**src/rtl/bdpf_pkg.sv**
```systemverilog
// ----------------------------------------------------------------------------
// bdpf_pkg: shared types and constants of the boot data packet framer
// Command format passed from the front end to the byte serializer.
// ----------------------------------------------------------------------------
package bdpf_pkg;

    localparam int MAX_WORDS    = 256;
    localparam int CNT_W        = 9;
    localparam int ADDR_W       = 32;
    localparam int WORD_W       = 32;
    localparam int BYTE_W       = 8;
    localparam int CSUM_W       = 11;   // six bytes summed
    localparam int SUM_W        = 32;
    localparam int LEN_HI_SHIFT = 10;

    localparam int HDR_BYTES    = 10;
    localparam int DAT_BYTES    = 4;
    localparam int TRL_BYTES    = 4;
    localparam int STEP_W       = $clog2(HDR_BYTES);

    localparam logic [BYTE_W-1:0] SYNC_BYTE = 8'h30;
    localparam logic [BYTE_W-1:0] TYPE_BYTE = 8'h01;
    localparam logic [BYTE_W-1:0] BYTE_MASK = 8'hFF;

    // slave tdata layout, lowest field first
    localparam int S_ADDR_LO  = 0;
    localparam int S_CNT_LO   = S_ADDR_LO + ADDR_W;
    localparam int S_WORD_LO  = S_CNT_LO + CNT_W;
    localparam int S_FIELDS_W = S_WORD_LO + WORD_W;
    localparam int S_TDATA_W  = ((S_FIELDS_W + 7) / 8) * 8;

    // input command codes (tuser)
    localparam logic CMD_START = 1'b0;
    localparam logic CMD_DATA  = 1'b1;

    typedef enum logic {
        K_HDR = 1'b0,
        K_DAT = 1'b1
    } t_kind;

    typedef struct packed {
        t_kind               kind;
        logic                trail;    // trailer follows this entry
        logic [WORD_W-1:0]   payload;  // address on header, data word on data
        logic [CNT_W-1:0]    cnt;      // saturated word count
        logic [CSUM_W-1:0]   csum;     // header checksum
    } t_cmd;

endpackage

```
**src/rtl/bdpf_front.sv**
```systemverilog
// ----------------------------------------------------------------------------
// bdpf_front: input classifier
// Tracks the open packet, drops stray data beats, builds queue commands.
// ----------------------------------------------------------------------------
module bdpf_front (
    input  logic                        i_clk,
    input  logic                        i_rst_n,
    input  logic                        i_s_tvalid,
    output logic                        o_s_tready,
    input  logic [bdpf_pkg::S_TDATA_W-1:0] i_s_tdata,
    input  logic                        i_s_tuser,
    input  logic                        i_q_full,
    output logic                        o_q_push,
    output bdpf_pkg::t_cmd              o_q_cmd
);
    import bdpf_pkg::*;

    logic [CNT_W-1:0]  r_words_left, n_words_left;
    logic              r_open, n_open;

    logic [ADDR_W-1:0] addr;
    logic [CNT_W-1:0]  cnt_in, cnt_sat;
    logic [WORD_W-1:0] word;
    logic [BYTE_W-1:0] len_hi, len_lo;
    logic [CSUM_W-1:0] csum;
    logic              accept, is_start, data_ok;

    assign addr   = i_s_tdata[S_ADDR_LO +: ADDR_W];
    assign cnt_in = i_s_tdata[S_CNT_LO +: CNT_W];
    assign word   = i_s_tdata[S_WORD_LO +: WORD_W];

    assign o_s_tready = !i_q_full;
    assign accept     = i_s_tvalid && o_s_tready;
    assign is_start   = (i_s_tuser == CMD_START);
    assign data_ok    = r_open && (r_words_left != '0);

    assign cnt_sat = (cnt_in > CNT_W'(MAX_WORDS)) ? CNT_W'(MAX_WORDS) : cnt_in;
    assign len_hi  = BYTE_W'((32'(cnt_sat) >> LEN_HI_SHIFT) & 32'(BYTE_MASK));
    assign len_lo  = cnt_sat[BYTE_W-1:0];
    assign csum    = CSUM_W'(len_hi) + CSUM_W'(len_lo)
                   + CSUM_W'(addr[15:8]) + CSUM_W'(addr[7:0])
                   + CSUM_W'(addr[31:24]) + CSUM_W'(addr[23:16]);

    always_comb begin
        n_words_left = r_words_left;
        n_open       = r_open;
        o_q_push     = 1'b0;
        o_q_cmd      = '0;
        if (accept) begin
            if (is_start) begin
                o_q_push        = 1'b1;
                o_q_cmd.kind    = K_HDR;
                o_q_cmd.trail   = (cnt_sat == '0);
                o_q_cmd.payload = addr;
                o_q_cmd.cnt     = cnt_sat;
                o_q_cmd.csum    = csum;
                n_words_left    = cnt_sat;
                n_open          = (cnt_sat != '0);
            end else if (data_ok) begin
                o_q_push        = 1'b1;
                o_q_cmd.kind    = K_DAT;
                o_q_cmd.trail   = (r_words_left == CNT_W'(1));
                o_q_cmd.payload = word;
                n_words_left    = r_words_left - CNT_W'(1);
                n_open          = (r_words_left != CNT_W'(1));
            end
        end
    end

    always_ff @(posedge i_clk) begin
        if (!i_rst_n) begin
            r_words_left <= '0;
            r_open       <= 1'b0;
        end else begin
            r_words_left <= n_words_left;
            r_open       <= n_open;
        end
    end

    a_open_matches_count: assert property (@(posedge i_clk) disable iff (!i_rst_n)
        r_open == (r_words_left != '0))
        else $error("open flag out of step with word count");

endmodule

```
**src/rtl/bdpf_queue.sv**
```systemverilog
// ----------------------------------------------------------------------------
// bdpf_queue: two-entry command queue
// Decouples the classifier from the byte serializer.
// ----------------------------------------------------------------------------
module bdpf_queue (
    input  logic           i_clk,
    input  logic           i_rst_n,
    input  logic           i_push,
    input  bdpf_pkg::t_cmd i_cmd,
    output logic           o_full,
    input  logic           i_pop,
    output logic           o_valid,
    output bdpf_pkg::t_cmd o_cmd
);
    import bdpf_pkg::*;

    t_cmd       r_mem [2];
    logic       r_wptr, r_rptr;
    logic [1:0] r_count;

    assign o_full  = (r_count == 2'd2);
    assign o_valid = (r_count != 2'd0);
    assign o_cmd   = r_mem[r_rptr];

    always_ff @(posedge i_clk) begin
        if (i_push) begin
            r_mem[r_wptr] <= i_cmd;
        end
    end

    always_ff @(posedge i_clk) begin
        if (!i_rst_n) begin
            r_wptr  <= 1'b0;
            r_rptr  <= 1'b0;
            r_count <= 2'd0;
        end else begin
            if (i_push) r_wptr <= !r_wptr;
            if (i_pop)  r_rptr <= !r_rptr;
            r_count <= r_count + 2'(i_push) - 2'(i_pop);
        end
    end

    a_no_push_full: assert property (@(posedge i_clk) disable iff (!i_rst_n)
        o_full |-> !i_push)
        else $error("push into full command queue");

    a_no_pop_empty: assert property (@(posedge i_clk) disable iff (!i_rst_n)
        !o_valid |-> !i_pop)
        else $error("pop from empty command queue");

endmodule

```
**src/rtl/bdpf_back.sv**
```systemverilog
// ----------------------------------------------------------------------------
// bdpf_back: byte serializer
// Emits header, data and trailer bytes; keeps the running byte sum.
// ----------------------------------------------------------------------------
module bdpf_back (
    input  logic                        i_clk,
    input  logic                        i_rst_n,
    input  logic                        i_q_valid,
    input  bdpf_pkg::t_cmd              i_q_cmd,
    output logic                        o_q_pop,
    output logic                        o_m_tvalid,
    input  logic                        i_m_tready,
    output logic [bdpf_pkg::BYTE_W-1:0] o_m_tdata,
    output logic                        o_m_tlast,
    output logic                        o_m_tuser
);
    import bdpf_pkg::*;

    typedef enum logic [3:0] {
        S_IDLE = 4'b0001,
        S_HDR  = 4'b0010,
        S_DAT  = 4'b0100,
        S_TRL  = 4'b1000
    } t_state;

    t_state             r_state, n_state;
    logic [STEP_W-1:0]  r_step, n_step;
    t_cmd               r_cur, n_cur;
    logic [SUM_W-1:0]   r_sum, n_sum;
    logic               r_mvalid, n_mvalid;
    logic [BYTE_W-1:0]  r_mdata, n_mdata;
    logic               r_mlast, n_mlast;
    logic               r_mend, n_mend;

    logic               out_free, phase_done, in_trl;
    logic [BYTE_W-1:0]  cur_byte;
    logic [SUM_W-1:0]   word_sum;

    assign out_free = !r_mvalid || i_m_tready;
    assign in_trl   = (r_state == S_TRL);

    assign word_sum = SUM_W'(i_q_cmd.payload[7:0]) + SUM_W'(i_q_cmd.payload[15:8])
                    + SUM_W'(i_q_cmd.payload[23:16]) + SUM_W'(i_q_cmd.payload[31:24]);

    always_comb begin
        cur_byte   = '0;
        phase_done = 1'b0;
        unique case (r_state)
            S_HDR: begin
                phase_done = (r_step == STEP_W'(HDR_BYTES - 1));
                unique case (r_step)
                    4'd0:    cur_byte = SYNC_BYTE;
                    4'd1:    cur_byte = TYPE_BYTE;
                    4'd2:    cur_byte = BYTE_W'((32'(r_cur.cnt) >> LEN_HI_SHIFT)
                                                & 32'(BYTE_MASK));
                    4'd3:    cur_byte = r_cur.cnt[BYTE_W-1:0];
                    4'd4:    cur_byte = r_cur.payload[15:8];
                    4'd5:    cur_byte = r_cur.payload[7:0];
                    4'd6:    cur_byte = r_cur.payload[31:24];
                    4'd7:    cur_byte = r_cur.payload[23:16];
                    4'd8:    cur_byte = BYTE_W'(r_cur.csum >> BYTE_W);
                    4'd9:    cur_byte = r_cur.csum[BYTE_W-1:0];
                    default: cur_byte = '0;
                endcase
            end
            S_DAT, S_TRL: begin
                phase_done = (r_step == STEP_W'(DAT_BYTES - 1));
                // pair-swapped order: 15:8, 7:0, 31:24, 23:16
                unique case (r_step[1:0])
                    2'd0: cur_byte = in_trl ? r_sum[15:8]  : r_cur.payload[15:8];
                    2'd1: cur_byte = in_trl ? r_sum[7:0]   : r_cur.payload[7:0];
                    2'd2: cur_byte = in_trl ? r_sum[31:24] : r_cur.payload[31:24];
                    2'd3: cur_byte = in_trl ? r_sum[23:16] : r_cur.payload[23:16];
                endcase
            end
            default: begin
                cur_byte   = '0;
                phase_done = 1'b0;
            end
        endcase
    end

    always_comb begin
        n_state  = r_state;
        n_step   = r_step;
        n_cur    = r_cur;
        n_sum    = r_sum;
        n_mvalid = r_mvalid;
        n_mdata  = r_mdata;
        n_mlast  = r_mlast;
        n_mend   = r_mend;
        o_q_pop  = 1'b0;
        if (out_free) begin
            n_mvalid = 1'b0;
            if (r_state != S_IDLE) begin
                n_mvalid = 1'b1;
                n_mdata  = cur_byte;
                n_mlast  = phase_done && (in_trl || !r_cur.trail);
                n_mend   = phase_done && in_trl;
                n_step   = r_step + STEP_W'(1);
            end
            if (r_state != S_IDLE && phase_done && !in_trl && r_cur.trail) begin
                n_state = S_TRL;
                n_step  = '0;
            end else if (r_state == S_IDLE || phase_done) begin
                n_state = S_IDLE;
                if (i_q_valid) begin
                    o_q_pop = 1'b1;
                    n_cur   = i_q_cmd;
                    n_step  = '0;
                    if (i_q_cmd.kind == K_HDR) begin
                        n_state = S_HDR;
                        n_sum   = '0;
                    end else begin
                        n_state = S_DAT;
                        n_sum   = r_sum + word_sum;
                    end
                end
            end
        end
    end

    always_ff @(posedge i_clk) begin
        if (!i_rst_n) begin
            r_state  <= S_IDLE;
            r_step   <= '0;
            r_sum    <= '0;
            r_mvalid <= 1'b0;
        end else begin
            r_state  <= n_state;
            r_step   <= n_step;
            r_sum    <= n_sum;
            r_mvalid <= n_mvalid;
        end
    end

    always_ff @(posedge i_clk) begin
        r_cur   <= n_cur;
        r_mdata <= n_mdata;
        r_mlast <= n_mlast;
        r_mend  <= n_mend;
    end

    assign o_m_tvalid = r_mvalid;
    assign o_m_tdata  = r_mdata;
    assign o_m_tlast  = r_mlast;
    assign o_m_tuser  = r_mend;

    a_end_is_last: assert property (@(posedge i_clk) disable iff (!i_rst_n)
        (o_m_tvalid && o_m_tuser) |-> o_m_tlast)
        else $error("packet end beat without tlast");

    a_word_step_range: assert property (@(posedge i_clk) disable iff (!i_rst_n)
        (r_state == S_DAT || r_state == S_TRL) |-> (r_step < STEP_W'(DAT_BYTES)))
        else $error("data or trailer step out of range");

endmodule

```
**src/rtl/boot_data_packet_framer.sv**
```systemverilog
// ----------------------------------------------------------------------------
// boot_data_packet_framer: bootloader data packet byte framer
// Turns start and data beats into the serial byte stream of one data packet.
// ----------------------------------------------------------------------------
// A start beat (tuser = 0) opens a packet and produces ten header bytes:
// 0x30, 0x01, two length bytes, the address as bits 15:8, 7:0, 31:24, 23:16,
// and an 11-bit sum of header bytes two to seven, high byte first. Counts above
// 256 are clamped. Each data beat (tuser = 1) produces four bytes in the order
// 15:8, 7:0, 31:24, 23:16 and adds them to a 32-bit running sum; after the
// last word, or right after the header for a count of zero, the sum follows in
// the same byte order and the packet closes. Data beats with no packet open
// are dropped without output, and a start beat during an open packet abandons
// it with no trailer. Output runs one byte per cycle while tready is high and
// commands are queued, so a data beat yields four bytes (eight when it carries
// the trailer) and a start beat ten (fourteen for an empty packet); that rate
// is set by the byte serializer in the back end. A two-entry command queue
// sits between the input classifier and the serializer, so input beats keep
// flowing while bytes drain. The output register holds each byte steady until
// tready takes it; the serializer waits meanwhile and loads the next byte at
// the edge the current one leaves. tlast marks the final byte caused by one
// input beat; tuser marks the final trailer byte of the packet.
// ----------------------------------------------------------------------------
module boot_data_packet_framer (
    input  logic                            i_clk,
    input  logic                            i_rst_n,
    input  logic                            i_s_tvalid,
    output logic                            o_s_tready,
    // dest_address [31:0], word_count [40:32], data_word [72:41], zero pad
    input  logic [bdpf_pkg::S_TDATA_W-1:0]  i_s_tdata,
    // command: 0 start packet, 1 data word
    input  logic                            i_s_tuser,
    output logic                            o_m_tvalid,
    input  logic                            i_m_tready,
    // out_byte [7:0]
    output logic [bdpf_pkg::BYTE_W-1:0]     o_m_tdata,
    // run_last
    output logic                            o_m_tlast,
    // packet_end
    output logic                            o_m_tuser
);
    import bdpf_pkg::*;

    logic q_full, q_push, q_valid, q_pop;
    t_cmd q_in_cmd, q_out_cmd;

    // front end: packet tracking and command build
    bdpf_front u_front (
        .i_clk      (i_clk),
        .i_rst_n    (i_rst_n),
        .i_s_tvalid (i_s_tvalid),
        .o_s_tready (o_s_tready),
        .i_s_tdata  (i_s_tdata),
        .i_s_tuser  (i_s_tuser),
        .i_q_full   (q_full),
        .o_q_push   (q_push),
        .o_q_cmd    (q_in_cmd)
    );

    // short queue decoupling the two sides
    bdpf_queue u_queue (
        .i_clk   (i_clk),
        .i_rst_n (i_rst_n),
        .i_push  (q_push),
        .i_cmd   (q_in_cmd),
        .o_full  (q_full),
        .i_pop   (q_pop),
        .o_valid (q_valid),
        .o_cmd   (q_out_cmd)
    );

    // back end: one byte per beat, running sum, trailer
    bdpf_back u_back (
        .i_clk      (i_clk),
        .i_rst_n    (i_rst_n),
        .i_q_valid  (q_valid),
        .i_q_cmd    (q_out_cmd),
        .o_q_pop    (q_pop),
        .o_m_tvalid (o_m_tvalid),
        .i_m_tready (i_m_tready),
        .o_m_tdata  (o_m_tdata),
        .o_m_tlast  (o_m_tlast),
        .o_m_tuser  (o_m_tuser)
    );

endmodule
```
**config.mk**
```make
export PLATFORM = sky130hd
export DESIGN_NAME = boot_data_packet_framer
export DESIGN_NICKNAME = d
export VERILOG_FILES = /design/src/rtl/bdpf_pkg.sv /design/src/rtl/bdpf_front.sv /design/src/rtl/bdpf_queue.sv /design/src/rtl/bdpf_back.sv /design/src/rtl/boot_data_packet_framer.sv
export SDC_FILE = /design/constraint.sdc
export NUM_CORES = 1
export LEC_CHECK = 0
export BUFFER_PORTS_ARGS = -buffer_cell sky130_fd_sc_hd__buf_4
export CAP_MARGIN = 30
export CORE_MARGIN = 4
export CORE_UTILIZATION = 55
export DETAILED_ROUTE_END_ITERATION = 16
export GPL_TIMING_DRIVEN = 0
export PLACE_DENSITY = 0.83
export SLEW_MARGIN = 20
export SYNTH_ARGS = -nofsm -noshare
export SYNTH_HDL_FRONTEND = slang
export SYNTH_HIERARCHICAL = 1
export SYNTH_SLANG_ARGS = --single-unit
```
**constraint.sdc**
```tcl
create_clock -name i_clk -period 4.65 [get_ports i_clk]
set_clock_uncertainty 0.05 [all_clocks]
set_input_delay 0.6975 -clock i_clk [delete_from_list [all_inputs] [get_ports i_clk]]
set_output_delay 0.6975 -clock i_clk [all_outputs]
set_load 0.01 [all_outputs]
```
==> summary.md <==
| Metric | Value |
|---|---|
| Status | `complete, but fails checks` |
| Failing checks | `setup timing` |
| Fmax | `0.213 GHz` |
| Syn nets | `1189` |
| Non-filler cells, final | `1466` |
| Initial antenna violation count | `1` |
| Filler cells | `1536` |
| IO Pins | `97` |
| Worst setup EP type | `flip-flop` |
| Vias | `8568` |
| Fin crit share | `101%` |
| Most frequent cells in the layout | `edfxtp_1 (168), inv_1 (158), buf_4 (111)` |
| Hold Slack | `427 ps` |
| IO Port Bufs | `87` |
| CTS max path bufs | `3` |
| Worst-margin pin slew | `939 ps` |
| CTS tree | `built` |
| Max-slew headroom | `37.4%` |
| Htree depth | `1` |
| # DRC | `0` |
| Setup tns final | `-238 ps` |
| First-iteration detailed-routing DRC count | `800` |
| Fin area | `14800 sq um` |
| Worst Slack Setup Final | `-48.1 ps` |
| Post-Place Cells | `1394` |
| Final hold vios | `0` |
| Drt first pass iters | `7` |
| Gp weighted congestion | `0.927` |
| Crit Path Class | `reg -> reg` |
| Post-DP Area | `13500 sq um` |
| Crit path DAT | `5060 ps` |
| Hpwl dp | `21300 microns` |
| Initial Util | `56.4%` |
| Root Buffer | `clkbuf_16` |
| Number of global-route vias before repair | `8580` |
| Most common cell after layout, fill and taps aside | `edfxtp_1` |
| Post-cts hold buffer count | `0` |
| Layout area overhead | `19.0%` |
| Max capacitance violation total | `0` |
| Clk slew on worst S/H paths | `60 ps` |
| Vias/cell | `5.84` |
| Critical Path RT | `5010 ps` |
| Antenna-violating nets left | `0` |
| # diodes | `0` |
| HP Class | `in -> reg` |
| Area occupied by multi-input gates | `5520 sq um` |
| Fin nets | `1333` |
| FP Rows | `54` |
| Core footprint | `22000 sq um` |
| Worst Path Max Fanout | `6` |
| Drt total wl | `30100 microns` |
| Clock latency on the worst-skew pair | `540 ps` |
| Post-Synthesis Cells | `1023` |
| Reg area | `6170 sq um` |
| Die area | `25100 sq um` |
| RSZ-0062 raised after global routing | `true` |
| Wire length per cell | `20.6 microns` |
| Die H | `158 microns` |
| Syn Area/Cell | `12.1 sq um` |
| Tmin final | `4700 ps` |
| Largest net degree at the start of global routing | `62` |
| Pwr dens | `627 nW/um^2` |
| Maximum vdd drop | `0.393 mV` |
| CTS Buf Count | `25` |
| Count of final setup violators | `9` |
| Total grt overflow | `0` |
| Max-slew violation count | `0` |
| Layout cells sized above 1 | `25.1%` |
| TritonCTS Sinks | `224` |
| Tot GR Track Use | `24.0%` |
| Pleak | `6.06 nW` |
| Global-route wire length before repair | `46700 microns` |
| Crit path launch type | `flip-flop` |
| Die W | `158 microns` |
| Synth Warn # | `6` |
| Synth Cell Area | `12400 sq um` |
-- final timing paths --
kind                                           to  slack, ps       startpoint  cells past startpoint
worst min-delay path            u_back/r_state[0]        430          i_rst_n                      2
worst min register to register    u_back/r_sum[0]        440  u_back/r_sum[0]                      2
worst max register to register   u_back/r_sum[15]        -50        flip-flop                     19
worst max-delay path             u_back/r_sum[15]        -50        flip-flop                     19
-- cell type report --
class	count	share of cell area, %
Clock inverter	18	1.44
Multi-Input combinational cell	590	37.4
Tap cell	280	2.37
Clock buffer	28	4.37
Buffer	41	1.85
Sequential cell	224	41.7
Inverter	167	4.24
Timing Repair Buffer	118	6.65
-- state kept, by name (all words and copies together) (netlist names), 2 cells and up, named ones only --
signal / count
u_back/r_step: 4
u_back/r_state: 4
u_front/r_words_left: 9
u_back/r_cur: 52
u_back/r_sum: 32
u_back/o_m_tdata: 8
u_queue/r_count: 2
u_queue/r_mem: 106
-- power by group --
| part | leakage (nW) | switching (mW) | total [mW] | internal, mW |
|---|---|---|---|---|
| clock | 0.417 | 0.817 | 2.05 | 1.23 |
| combinational | 3.62 | 2.38 | 4.31 | 1.93 |
| sequential | 2.02 | 0.222 | 2.92 | 2.70 |
-- timing repair --
action,CTS,global route
resized for setup,20,20
hold endpoints to repair,0,0
setup endpoints to repair,20,23
cloned,2,0
pin swaps,11,23
setup buffers,16,10
-- per-stage QoR --
stage / util [%] / setup WS, ps / total power [mW]
after floorplan: - / 31.1 / 5.55
after global placement: 61.0 / -1130 / 6.33
after detailed placement: 61.4 / -415 / 6.51
after CTS: 66.3 / 1.91 / 8.82
after global routing: 67.1 / -177 / 9.81
final: 67.1 / -48.1 / 9.28
-- worst max-delay path: stages (launching register included) --
cell      delay (ps)
dfxtp_4          460
buf_12           140
buf_4            100
mux2_4           320
fa_1             390
inv_1             70
fa_1             440
fa_1             490
inv_1             40
ha_2             200
fa_2             390
a211o_1          300
a211oi_2         250
nor2_1           100
a221oi_2         240
buf_4            180
buf_6            140
nor4_4            40
xnor2_1          150
nor2_1            60
-- routing by layer --
| layer | GRT usage [%] | vias up | part of all wire [%] | wire length (microns) |
|---|---|---|---|---|
| met2 | 41.0 | 397 | 49 | 14600 |
| met1 | 31.5 | 4155 | 40 | 12100 |
| met5 | 0 | - | 0.037 | 11 |
| met4 | 7.84 | 2 | 3.8 | 1160 |
| li1 | - | 3930 | - | - |
| met3 | 4.10 | 84 | 7.4 | 2240 |
Power figures use the tool's default switching activity.
